==> config.mk <==
export PLATFORM = sky130hd
export DESIGN_NAME = tlblru_cell
export DESIGN_NICKNAME = d
export VERILOG_FILES = /design/src/hw/rtl/tlblru_pkg.sv /design/src/hw/rtl/tlblru_cell.sv
export SDC_FILE = /design/constraint.sdc
export NUM_CORES = 1
export LEC_CHECK = 0
export BUFFER_PORTS_ARGS = -buffer_cell sky130_fd_sc_hd__buf_2
export CAP_MARGIN = 20
export CORE_MARGIN = 2
export CORE_UTILIZATION = 48
export CTS_CLUSTER_DIAMETER = 80
export DETAILED_ROUTE_END_ITERATION = 16
export MAX_ROUTING_LAYER = met4
export PLACE_DENSITY = 0.75
export SETUP_SLACK_MARGIN = 0.15
export SYNTH_ARGS = -nofsm -noshare
export SYNTH_HDL_FRONTEND = slang
export SYNTH_SLANG_ARGS = --single-unit
==> constraint.sdc <==
create_clock -name clk -period 6.8 [get_ports clk]
set_input_delay 1.02 -clock clk [delete_from_list [all_inputs] [get_ports clk]]
set_output_delay 1.02 -clock clk [all_outputs]
set_load 0.02 [all_outputs]
==> src/hw/rtl/tlblru_pkg.sv <==
// shared constants, codes and transaction types for the lru translation buffer
// used by every module of the block; depends on nothing
`default_nettype none

package tlblru_pkg;

  localparam int ENTRIES    = 128;
  localparam int PAGE_SIZE  = 4;
  localparam int AGE_W      = 16;

  localparam int IDX_W      = $clog2(ENTRIES);
  localparam int PAGE_SHIFT = $clog2(PAGE_SIZE);

  localparam int SID_W      = 4;
  localparam int ADDR_W     = 22;
  localparam int FRAME_W    = 20;
  localparam int PERM_W     = 3;
  localparam int STATUS_W   = 2;
  localparam int SLOT_W     = 7;
  localparam int PAGE_W     = ADDR_W - PAGE_SHIFT;

  localparam int CFG_ADDR_W = 2;
  localparam int CFG_DATA_W = 32;

  localparam logic [AGE_W-1:0] AGE_MAX = {AGE_W{1'b1}};

  localparam logic [STATUS_W-1:0] ST_HIT  = 2'd0;
  localparam logic [STATUS_W-1:0] ST_MISS = 2'd1;
  localparam logic [STATUS_W-1:0] ST_TRAP = 2'd2;

  localparam logic [CFG_ADDR_W-1:0] REG_NUM_PROC = 2'd0;
  localparam logic [SID_W-1:0]      NUM_PROC_RST = 4'd15;

  typedef struct packed {
    logic [SID_W-1:0]   space_id;
    logic [ADDR_W-1:0]  address;
    logic [FRAME_W-1:0] fill_frame;
    logic [PERM_W-1:0]  fill_perm;
  } in_t;

  typedef struct packed {
    logic [STATUS_W-1:0] status;
    logic [SLOT_W-1:0]   slot;
    logic [FRAME_W-1:0]  frame;
    logic [PERM_W-1:0]   perm;
  } out_t;

  // lookup token that walks the cell row
  typedef struct packed {
    logic               vld;
    logic [SID_W-1:0]   sid;
    logic [PAGE_W-1:0]  page;
    logic               hit;
    logic [IDX_W-1:0]   hit_idx;
    logic [FRAME_W-1:0] hit_frame;
    logic [PERM_W-1:0]  hit_perm;
    logic [AGE_W-1:0]   best_age;
    logic [IDX_W-1:0]   best_idx;
  } tok_t;

  // refill broadcast to all cells
  typedef struct packed {
    logic               en;
    logic [IDX_W-1:0]   idx;
    logic [SID_W-1:0]   sid;
    logic [PAGE_W-1:0]  page;
    logic [FRAME_W-1:0] frame;
    logic [PERM_W-1:0]  perm;
  } wr_t;

endpackage

`default_nettype wire

==> src/hw/rtl/tlblru_cell.sv <==
// one buffer entry: tag, frame, permissions and age, plus one stage of the lookup token
// depends on tlblru_pkg
`default_nettype none

module tlblru_cell (
  input  wire                         clk,
  input  wire                         rst_n,
  input  wire [tlblru_pkg::IDX_W-1:0] cell_idx,
  input  wire tlblru_pkg::tok_t       tok_in,
  input  wire tlblru_pkg::wr_t        wr,
  output tlblru_pkg::tok_t            tok_out
);
  import tlblru_pkg::*;

  logic               valid_r;
  logic [SID_W-1:0]   space_r;
  logic [PAGE_W-1:0]  page_r;
  logic [FRAME_W-1:0] frame_r;
  logic [PERM_W-1:0]  perm_r;
  logic [AGE_W-1:0]   age_r;
  logic [AGE_W-1:0]   age_nxt;
  logic [AGE_W-1:0]   age_inc;
  tok_t               tok_r;
  tok_t               tok_nxt;
  logic               match;
  logic               take_hit;
  logic               wr_sel;

  always_comb begin
    match    = valid_r && (space_r == tok_in.sid) && (page_r == tok_in.page);
    // only the first matching entry along the row counts as the hit
    take_hit = tok_in.vld && match && !tok_in.hit;
    age_inc  = (age_r == AGE_MAX) ? age_r : age_r + AGE_W'(1);
    age_nxt  = take_hit ? '0 : age_inc;
    wr_sel   = wr.en && (wr.idx == cell_idx);

    tok_nxt = tok_in;
    if (take_hit) begin
      tok_nxt.hit       = 1'b1;
      tok_nxt.hit_idx   = cell_idx;
      tok_nxt.hit_frame = frame_r;
      tok_nxt.hit_perm  = perm_r;
    end
    // strictly greater keeps the lowest index on a tie
    if (tok_in.vld && (age_nxt > tok_in.best_age)) begin
      tok_nxt.best_age = age_nxt;
      tok_nxt.best_idx = cell_idx;
    end
  end

  always_ff @(posedge clk) begin
    if (!rst_n) begin
      valid_r <= 1'b0;
      age_r   <= '0;
      tok_r   <= '0;
    end else begin
      tok_r <= tok_nxt;
      if (wr_sel) begin
        valid_r <= 1'b1;
        age_r   <= '0;
      end else if (tok_in.vld) begin
        age_r <= age_nxt;
      end
    end
  end

  always_ff @(posedge clk) begin
    if (wr_sel) begin
      space_r <= wr.sid;
      page_r  <= wr.page;
      frame_r <= wr.frame;
      perm_r  <= wr.perm;
    end
  end

  assign tok_out = tok_r;

endmodule

`default_nettype wire

---- Word level (Yosys, flattened, before mapping) ----
Index checks and enable logic that the tools add are counted.
operators by class
  order comparisons ....................... 1
  muxes and demuxes ....................... 4
  bitwise operators ....................... 1
  reductions and logical operators ........ 8
  equality and inequality tests ........... 4
  add/subtract/negate cells ............... 1
operator list
  kind                                            count
  two-way mux 16 bit                              2
  two-way mux 31 bit                              1
  two-way mux 23 bit                              1
  == test 20 bit                                  1
  adder 16 x 1 -> 16 bit (second input constant)  1
  == test 16 bit (second input constant)          1
  greater-than comparator 16 bit                  1
  == test 7 bit                                   1
  logical AND 1 bit                               6
  == test 4 bit                                   1
  OR reduction 2 bit                              1
  logical NOT 1 bit                               1
  NOT 1 bit                                       1
storage, ports and cells
  input bits .............................. 143
  register bits after elaboration ......... 143
  output and inout port bits .............. 79

---- Depth between registers and ports, before layout ----
Gate-level depths: netlist of run 1.
  depth after elaboration ................. 9
  mapped depth ............................ 17

---- Least setup slack after synthesis of run 1 ----
No wires, ideal clock.
  path kind ............................... input to register
  from .................................... in tok_in[62] (netlist bit)
  to ...................................... reg tok_r (netlist bit tok_out[13])
  setup time .............................. 0.101 ns
  data arrival time ....................... 4.537 ns
  cell stages on the path ................. 15
  path slack .............................. 2.162 ns
  path through ............................ xnor2_1 > nand4_1 > or4_4 > or4_4 > clkbuf_1 > and2_1 > ha_1 > and3_1 > a221o_1 > a22o_1 > o31ai_2 > buf_2 > clkbuf_1 > nand3_1 > o41ai_1
between the ends
  cells in the longest elaborated chain, start to end .. 8
ends and longest elaborated chain
  element                         line               text
  start, declared                 tlblru_cell.sv:9   input wire tlblru_pkg::tok_t tok_in,
  == test 20 bit                  tlblru_cell.sv:30  match = valid_r && (space_r == tok_in.sid) && (page_r == tok_in.page);
  logical AND 1 bit               tlblru_cell.sv:30
  logical AND 1 bit (2 in a row)  tlblru_cell.sv:32  take_hit = tok_in.vld && match && !tok_in.hit;
  two-way mux 16 bit              tlblru_cell.sv:34  age_nxt = take_hit ? '0 : age_inc;
  named net age_nxt[3]            tlblru_cell.sv:21  logic [AGE_W-1:0] age_nxt;
  greater-than comparator 16 bit  tlblru_cell.sv:45  if (tok_in.vld && (age_nxt > tok_in.best_age)) begin
  logical AND 1 bit               tlblru_cell.sv:45
  two-way mux 23 bit              tlblru_cell.sv:45
  end signal, assigned            tlblru_cell.sv:57  tok_r <= tok_nxt;
  end, declared                   tlblru_cell.sv:23  tok_t tok_r;
The timed path passes the listed nets, and every way through them passes these cells.
A chain may end at the register's enable or synchronous reset.

---- Final worst setup path of run 1 ----
  from .................................... in tok_in[59] (netlist bit)
  to ...................................... reg tok_r (netlist bit tok_out[0])
The elaborated chain is that of the path after synthesis.

==> results of run 1 <==
layer usage:
layer	up-vias	global-route usage	share of wire
met5	-	-	0
met4	0	0.0948	0.023
met3	36	0.0638	0.090
met2	257	0.407	0.48
met1	2409	0.328	0.41
li1	2485	-	-
final cells by class:
| class | instances | area (um2) |
|---|---|---|
| Fill cell | 964 | 4360 |
| Sequential cell | 143 | 3330 |
| Multi-Input combinational cell | 389 | 2350 |
| Timing Repair Buffer | 227 | 1150 |
| Clock buffer | 20 | 447 |
| Tap cell | 147 | 184 |
| Clock inverter | 11 | 119 |
| Inverter | 19 | 71.3 |
critical path, stage by stage:
cell	delay [ns]
buf_2	0.11
xnor2_1	0.18
nand4_1	0.13
or4_4	0.57
or4_4	0.81
and2_1	0.25
ha_1	0.28
and3_1	0.20
a221o_1	0.35
a22o_1	0.22
o31ai_4	0.57
buf_4	0.36
nand3_1	0.11
o21ai_0	0.10
path summary, 6_finish.rpt:
check,slack [ns],to,startpoint,depth (start not counted)
setup / recovery,1.86,tok_out[0]$_SDFF_PN0_,tok_in[59],14
hold / removal,0.51,valid_r$_SDFFE_PN0P_,valid_r$_SDFFE_PN0P_,2
setup reg to reg,2.13,tok_out[0]$_SDFF_PN0_,page_r[5]$_DFFE_PP_,13
hold reg to reg,0.51,valid_r$_SDFFE_PN0P_,valid_r$_SDFFE_PN0P_,2
cells by family (layout without fill, tap and decap cells):
| family | after synthesis | count (layout) | share of synthesized area |
|---|---|---|---|
| simple gates | 231 | 231 | 0.193 |
| mux | 2 | 2 | 0.00340 |
| xor+xnor | 35 | 35 | 0.0520 |
| flops | 143 | 143 | 0.565 |
| fa+ha+maj | 17 | 17 | 0.0361 |
| buf+inv | 56 | 277 | 0.0410 |
| compound gates | 104 | 104 | 0.109 |
flip-flops by register name (all words and copies together) (netlist names):
| register | count |
|---|---|
| page_r | 20 |
| valid_r | 1 |
| frame_r | 20 |
| tok_out | 79 |
| perm_r | 3 |
| space_r | 4 |
| age_r | 16 |
power by group through the flow:
stage	sequential (mW)	clock, mW	combinational [mW]
after detailed placement	0.936	0	0.177
after global placement	0.936	0	0.173
after global routing	0.920	0.936	0.192
final	0.918	0.892	0.177
after CTS	0.918	0.902	0.178
after floorplan	0.968	0	0.0547
layout by cell type (no fill, tap or decap), types with 2 or more instances in the layout:
master and count:
a211o_1 2, a21o_1 3, a21oi_1 49, a31oi_1 4, a32o_1 5, and2_1 31, and3_1 4, and4_1 3
buf_2 221, buf_4 6, bufinv_16 2, clkbuf_1 2, clkbuf_16 17, clkinv_2 4, clkinvlp_4 4, dfxtp_1 96
edfxtp_1 47, ha_1 17, inv_1 19, mux2i_1 2, nand2_1 95, nand3_1 39, nand4_1 15, nor2_1 19
nor3_1 4, nor4_1 5, o21ai_0 19, o21ai_1 2, o32ai_1 5, o41ai_1 4, or2_2 2, or3_1 3
or4_1 4, or4_4 2, xnor2_1 27, xor2_1 8
metrics by stage:
stage,util,hold slack (ns),setup WS [ns]
2_1_floorplan,-,0.441,2.16
3_3_place_gp,0.590,0.473,1.61
3_5_place_dp,0.590,0.499,1.45
4_1_cts,0.637,0.510,1.89
5_1_grt,0.637,0.534,1.58
6_report,0.637,0.506,1.86
==> results_dict.tcl, run 1 <==
set metrics [dict create \
    status "finished, final reports clean" \
    seq_power_share 0.462 \
    switchingPower_mw 0.459 \
    htreeDepth 4 \
    synth_nets 748 \
    antenna_cells 0 \
    max_freq_ghz 0.202 \
    ys.warnings.count 0 \
    drive_gt1_frac 0.326 \
    yosysSeqAreaShare 0.565 \
    p_comb_frac 0.089 \
    synthTopCellsByArea "dfxtp_1 33%, edfxtp_1 24%, nand2_1 6.0%, a21oi_1 4.2%, xnor2_1 4.0%" \
    die_area_um2 13200 \
    initial_core_util 0.491 \
    holdBufCountCts 0 \
    cts_buffer_depth 2 \
    synth_cells 588 \
    rsz0062_at_grt "false" \
    syn2layout_area_growth_pct 29.8 \
    grt_pass1_vias 4994 \
    wl_mm 16.4 \
    cp.required_ns 7.14 \
    syn_area_um2 5900 \
    root_buffer "clkbuf_16" \
    p_sw_frac 0.231 \
    core-area_um2 12000 \
    cap_violations 0 \
    power_density_nw_per_um2 260 \
    routed_via_density 5.43 \
    worst_pin_slew_ns 0.674 \
    dp.cells 925 \
    grt_pass1_wl_mm 25.4 \
    slew_headroom 0.551 \
    critical_path_class "in2reg" \
    synth_cell_types 47 \
    cts_tree "yes" \
    stdcell_area_um2 7650 \
    finalSetupTns_ns 0 \
    nets 957 \
    min_period_ns 4.94 \
    ys_ff_latch 143 \
    clock_sinks 143 \
    synth-edff-count 47 \
    hold_viol_final 0 \
    critPathMaxFanout 49 \
    synth_top_cell_by_area "dfxtp_1" \
    leakage_nw 3.41 \
    ys_async_sr_fraction 0 \
    syn_area_per_cell_um2 10.0 \
    routedWlPerCell_um 17.2 \
    cp-end-kind "flip-flop" \
    hold_class "reg2reg" \
    grt_max_degree 59 \
    via_count 5187 \
    crit_arrival_ns 5.29 \
    cts_buffers 17 \
    gr-usage-all-layers 0.260 \
    drt_iter0_drc 368 \
    setup_violations 0 \
    dpl_cell_area_um2 7090 \
    hpwl_mm 12.0 \
    pwr-share-clk 0.449 \
    die_h_um 115 \
    synth-main-ff-cell "dfxtp_1" \
    portBuffers 221 \
    io_pins 222 \
    fp-row-count 40 \
    power.internal_mw 1.53 \
    die_w_um 115 \
    grt.overflow.total 0 \
    ant_nets 0 \
    period_share 0.727 \
    yosys-top-cells-count "96 x dfxtp_1, 95 x nand2_1, 49 x a21oi_1" \
    post_cts_resize_count 0 \
    antenna_found_initial 0 \
    cts.clk_slew.worst_paths_ns 0.06 \
    slew_violations 0 \
    instances_no_fill 956 \
    worstSkewPairLatency_ns 0.42 \
    synth_most_common_cell "dfxtp_1" \
    drt-pass1-iter-count 5 \
    synth_top_area_frac 0.326 \
    gp_congestion 0.976 \
    post_cts_buffers 0 \
    drc_errors 0 \
    start_kind "input pin" \
    fin_skew_ns 0.00817 \
    total_power_mw 1.99 \
    ir_drop_mv 0.189 \
]
(Power assumes the default switching activity.)
==> run 2, diff against run 1 <==
Settings changed: CORE_UTILIZATION 48 to 44, PLACE_DENSITY 0.75 to 0.73.
Clock period 6.8 ns to 4.23 ns, I/O delays scaled along.
==> results_dict.tcl, run 2 (synthesized netlist as in run 1, its figures left out) <==
set metrics [dict create \
    cts_tree "yes" \
    ir_drop_mv 0.312 \
    via_count 5335 \
    grt_pass1_wl_mm 26.0 \
    htreeDepth 4 \
    clock_sinks 143 \
    initial_core_util 0.447 \
    cts.clk_slew.worst_paths_ns 0.06 \
    hold_depth 1 \
    critical_path_class "reg2reg" \
    start_kind "flip-flop" \
    fp-row-count 42 \
    slew_headroom 0.426 \
    die_w_um 120 \
    io_pins 222 \
    slew_violations 0 \
    holdBufCountCts 0 \
    cts_buffers 17 \
    gr-usage-all-layers 0.245 \
    die_area_um2 14300 \
    grt_max_degree 58 \
    r2r_slack_ns 0.26 \
    cp.required_ns 4.54 \
    hp-start "wr[35]" \
    max_freq_ghz 0.252 \
    r2r_cells 15 \
    cap_violations 0 \
    drc_errors 0 \
    grt.overflow.total 0 \
    power_density_nw_per_um2 403 \
    fin_skew_ns 0.0109 \
    routed_via_density 5.26 \
    hpwl_mm 12.4 \
    wl_mm 17.1 \
    n_fill_cell 1138 \
    syn2layout_area_growth_pct 36.3 \
    stdcell_area_um2 8040 \
    worst_pin_slew_ns 0.855 \
    worst_hold_path.endpoint "page_r[12]$_DFFE_PP_" \
    largest_reg_flops 79 \
    antenna_found_initial 1 \
    core-area_um2 13200 \
    min_period_ns 3.97 \
    dpl_cell_area_um2 7260 \
    routedWlPerCell_um 16.9 \
    whs_ns 0.382 \
    worstSkewPairLatency_ns 0.42 \
    drt_iter0_drc 327 \
    final_common_cell "buf_2" \
    portBuffers 221 \
    cp-end-kind "flip-flop" \
    drt-pass1-iter-count 6 \
    crit_arrival_ns 4.27 \
    reg2reg_from "page_r[16]$_DFFE_PP_" \
    leakage_nw 3.61 \
    hold_viol_final 0 \
    drive_gt1_frac 0.357 \
    root_buffer "clkbuf_16" \
    gp_congestion 0.917 \
    rsz0062_at_grt "false" \
    status "finished, final reports clean" \
    critPathMaxFanout 6 \
    ant_nets 0 \
    nets 984 \
    period_share 0.938 \
    grt_pass1_vias 5060 \
    die_h_um 120 \
    hold_class "in2reg" \
    timing.rr.end "tok_out[18]$_SDFF_PN0_" \
    setup_violations 0 \
    mostFrequentLayoutCells "221 x buf_2, 96 x dfxtp_1, 95 x nand2_1" \
    cts_buffer_depth 2 \
]
[run 2: how the worst max path moves through the flow]
| stage | cells after the start | start | endpoint | slack, ns |
|---|---|---|---|---|
| 6_report | 15 | page_r[16]$_DFFE_PP_ | tok_out[18]$_SDFF_PN0_ | 0.26 |
| 5_1_grt | 17 | page_r[15]$_DFFE_PP_ | tok_out[1]$_SDFF_PN0_ | 0.09 |
| 4_1_cts | 13 | space_r[1]$_DFFE_PP_ | tok_out[9]$_SDFF_PN0_ | 0.28 |
| 3_5_place_dp | 14 | tok_in[77] | tok_out[1]$_SDFF_PN0_ | -0.06 |
| 3_3_place_gp | 13 | tok_in[59] | tok_out[17]$_SDFF_PN0_ | -0.008 |
| 2_1_floorplan | 15 | tok_in[59] | tok_out[13]$_SDFF_PN0_ | 0.18 |
[run 2: area by class of cell]
| cell class | instances | area (um2) | share of cell area |
|---|---|---|---|
| flip-flops and latches | 143 | 3330 | 0.415 |
| well taps | 176 | 220 | 0.0274 |
| clock buffers | 20 | 447 | 0.0556 |
| repair buffers | 253 | 1390 | 0.173 |
| diodes | 1 | 2.50 | 0.000311 |
| multi-input cells | 390 | 2440 | 0.304 |
| clock inverters | 12 | 134 | 0.0167 |
| inverters | 19 | 71.3 | 0.00887 |
[run 2: worst max-delay path: stages (launching register included)]
cell and delay [ns]:
edfxtp_1 0.38, xnor2_1 0.18, nand4_1 0.13, or4_4 0.56, buf_4 0.17, nor4_4 0.25
buf_6 0.16, buf_4 0.14, a21oi_1 0.07, ha_1 0.38, a21oi_2 0.14, nor2_1 0.04
a311o_1 0.42, or3_1 0.40, and4_4 0.22, a32o_1 0.20
[run 2: metrics by stage]
step / total power, mW / std cells / setup slack (ns) / TNS [ns] / utilization
2_1_floorplan: 1.65 / 588 / 0.175 / 0 / -
3_3_place_gp: 1.79 / 971 / -0.00828 / -0.00828 / 0.551
3_5_place_dp: 1.80 / 971 / -0.0561 / -0.546 / 0.551
4_1_cts: 3.25 / 1003 / 0.275 / 0 / 0.595
5_1_grt: 3.34 / 1014 / 0.0855 / 0 / 0.609
6_report: 3.24 / 1014 / 0.264 / 0 / 0.609
[run 2: what timing repair did]
action / 4_1_cts / 5_1_grt
hold endpoints to repair: 0 / 0
endpoints found under the setup margin: 0 / 23
gates resized for setup: 0 / 16
setup buffers: 0 / 8
[run 2: routing by layer]
| layer | up-vias | routed length, um | track usage |
|---|---|---|---|
| met1 | 2484 | 6970 | 0.292 |
| met2 | 258 | 8380 | 0.400 |
| met5 | - | 0 | - |
| li1 | 2555 | - | - |
| met3 | 38 | 1340 | 0.0608 |
| met4 | 0 | 443 | 0.0985 |
[run 2: power by group]
part / total, mW / internal, mW / leakage [nW] / switching (mW)
clock network: 1.46 / 0.887 / 0.284 / 0.574
registers: 1.48 / 1.46 / 1.22 / 0.0127
logic: 0.302 / 0.128 / 2.11 / 0.174
==> run 3, diff against run 2 <==
Settings changed: ABC_AREA set to 1, CORE_UTILIZATION 44 to 45, RECOVER_POWER set to 25.
==> results_dict.tcl, run 3 <==
set metrics [dict create \
    critical_path_class "reg2reg" \
    clock_sinks 143 \
    cts_buffer_depth 2 \
    cts.clk_slew.worst_paths_ns 0.06 \
    grt.overflow.total 0 \
    gr-usage-all-layers 0.230 \
    synth-xor-area-share 0.0252 \
    ys_ff_latch 143 \
    hpwl_mm 11.6 \
    yosysSeqAreaShare 0.533 \
    synth-main-ff-cell "dfxtp_1" \
    crit_end "tok_out[21]$_SDFF_PN0_" \
    cap_violations 1 \
    reg2reg_from "age_r[0]$_SDFFE_PP0P_" \
    post_cts_resize_count 0 \
    r2r_slack_ns 0.70 \
    mostFrequentLayoutCells "209 x buf_2, 176 x nand2_1, 124 x inv_1" \
    yosys-top-cells-count "176 x nand2_1, 124 x inv_1, 96 x dfxtp_1" \
    grt_max_degree 52 \
    cp-startpoint "age_r[0]$_SDFFE_PP0P_" \
    initial_core_util 0.456 \
    ant_nets 0 \
    routed_via_density 4.69 \
    worst_pin_slew_ns 1.77 \
    n_fill_cell 1294 \
    rsz0062_at_grt "false" \
    max_freq_ghz 0.283 \
    crit_top_cell "nand2_1" \
    r2r_cells 20 \
    synth-simple-area-share 0.208 \
    dpl_cell_area_um2 7500 \
    drt-pass1-iter-count 5 \
    ir_drop_mv 0.333 \
    holdBufCountCts 0 \
    grt_pass1_vias 5425 \
    path_cells "ha_1, nand3_1, nor2_2, nand3_1, nand2_1, xor2_1, nand2_1, inv_1, ha_1, nand2_1, inv_1, nand2_1, nand2_1, nand2_1, nand2_1, nand2_1, nand2_1, nand2_1, inv_1, a21oi_1" \
    slew_headroom -0.183 \
    synth_top_family_by_area "simple AND/OR/NAND/NOR gates" \
    die_w_um 122 \
    leakage_nw 4.27 \
    synth_top_area_frac 0.307 \
    slew_violations 47 \
    hold_viol_final 0 \
    min_period_ns 3.53 \
    slowest_stage "inv_1" \
    drive_gt1_frac 0.262 \
    die_h_um 122 \
    gp_congestion 0.877 \
    period_share 0.835 \
    worstSkewPairLatency_ns 0.42 \
    largest_reg_flops 79 \
    synthTopCellsByArea "dfxtp_1 31%, edfxtp_1 23%, nand2_1 11%, inv_1 7.4%, a21oi_1 5.7%" \
    synth-edff-count 47 \
    worst_slack_ns 0.699 \
    antenna_found_initial 3 \
    muxShareOfSynthArea 0 \
    power_density_nw_per_um2 417 \
    critPathMaxStageDelay_ns 0.59 \
    syn_area_per_cell_um2 8.17 \
    syn_area_um2 6250 \
    timing.rr.end "tok_out[21]$_SDFF_PN0_" \
    die_area_um2 14800 \
    cp-end-kind "flip-flop" \
    stdcell_area_um2 8070 \
    cts_buffers 17 \
    ys.warnings.count 0 \
    synth_fa_ha_area_frac 0.0340 \
    hp-start "wr[3]" \
    synth_most_common_cell "nand2_1" \
    drt_iter0_drc 362 \
    hold_class "in2reg" \
    whs_ns 0.389 \
    ys_async_sr_fraction 0 \
    routedWlPerCell_um 13.6 \
    critPathMaxFanout 23 \
    htreeDepth 4 \
    status "complete, but fails checks" \
    nets 1142 \
    synth_compound_area_frac 0.0997 \
    syn2layout_area_growth_pct 29.1 \
    dp_slack_ns 0.511 \
    via_count 5524 \
    root_buffer "clkbuf_16" \
    multi_input_area_um2 2300 \
    wl_mm 16.0 \
    regArea_um2 3330 \
    fin_skew_ns 0.00758 \
    crit_arrival_ns 3.79 \
    synth_top_cell_by_area "dfxtp_1" \
    cp.required_ns 4.49 \
    cts_tree "yes" \
    io_pins 222 \
    finalSetupTns_ns 0 \
    core-area_um2 13700 \
    synth_cell_types 31 \
    drc_errors 0 \
    post_cts_buffers 0 \
    fp-row-count 43 \
    start_kind "flip-flop" \
    synth_cells 765 \
    portBuffers 221 \
    violations "capacitance limit, slew limit" \
    synth_nets 925 \
    final_common_cell "buf_2" \
    grt_pass1_wl_mm 25.5 \
    setup_violations 0 \
]
-- run 3: worst max-delay path, delay by kind of cell, from the launching register on --
family                     cells  cell delay, ns
AOI/OAI and AO/OA              1            0.17
DFF                            1            0.36
xor gates and xnor gates       1            0.08
buffers and inverters          3            0.71
adders and majority gates      2            0.48
and+or+nand+nor               13            1.58
-- run 3: per-stage QoR --
step                      total power [mW]  instances  utilization
after floorplan                       1.76        765            -
after global placement                1.92       1143        0.547
after detailed placement              1.93       1143        0.547
after CTS                             3.40       1175        0.589
after global routing                  3.51       1178        0.588
final                                 3.37       1178        0.588
-- run 3: layer usage --
metal / vias up / wire length [um] / part of all wire / global-route usage
met5: - / 0 / 0 / -
met4: 0 / 316 / 0.020 / 0.0955
met3: 24 / 1190 / 0.074 / 0.0651
met2: 177 / 8230 / 0.51 / 0.385
met1: 2471 / 6280 / 0.39 / 0.258
li1: 2852 / - / - / -
-- run 3: logic make-up after synthesis --
kind of cell | Yosys count
AO/OA/AOI/OAI | 122
XOR/XNOR | 18
adder cells (fa/ha/maj) | 17
buffers and inverters | 156
flip-flops | 143
AND/OR/NAND/NOR | 309
-- run 3: worst min-delay path by stage --
stage                                      end  slack, ns  cells after the start
after floorplan           valid_r$_SDFFE_PN0P_       0.44                      1
after global placement    valid_r$_SDFFE_PN0P_       0.45                      1
after detailed placement  valid_r$_SDFFE_PN0P_       0.48                      1
after CTS                 space_r[1]$_DFFE_PP_       0.37                      1
after global routing       perm_r[0]$_DFFE_PP_       0.37                      1
final                     frame_r[0]$_DFFE_PP_       0.39                      1
-- run 3: layout make-up --
class                           count  share of cell area
Antenna cell                        3            0.000930
Clock buffer                       21              0.0558
Clock inverter                     11              0.0160
Inverter                          125              0.0581
Multi-Input combinational cell    466               0.286
Sequential cell                   143               0.413
Tap cell                          180              0.0279
Timing Repair Buffer              229               0.143
-- run 3: where the power goes --
part	switching [mW]	internal (mW)
clock	0.581	0.890
sequential	0.0229	1.48
combinational	0.242	0.153
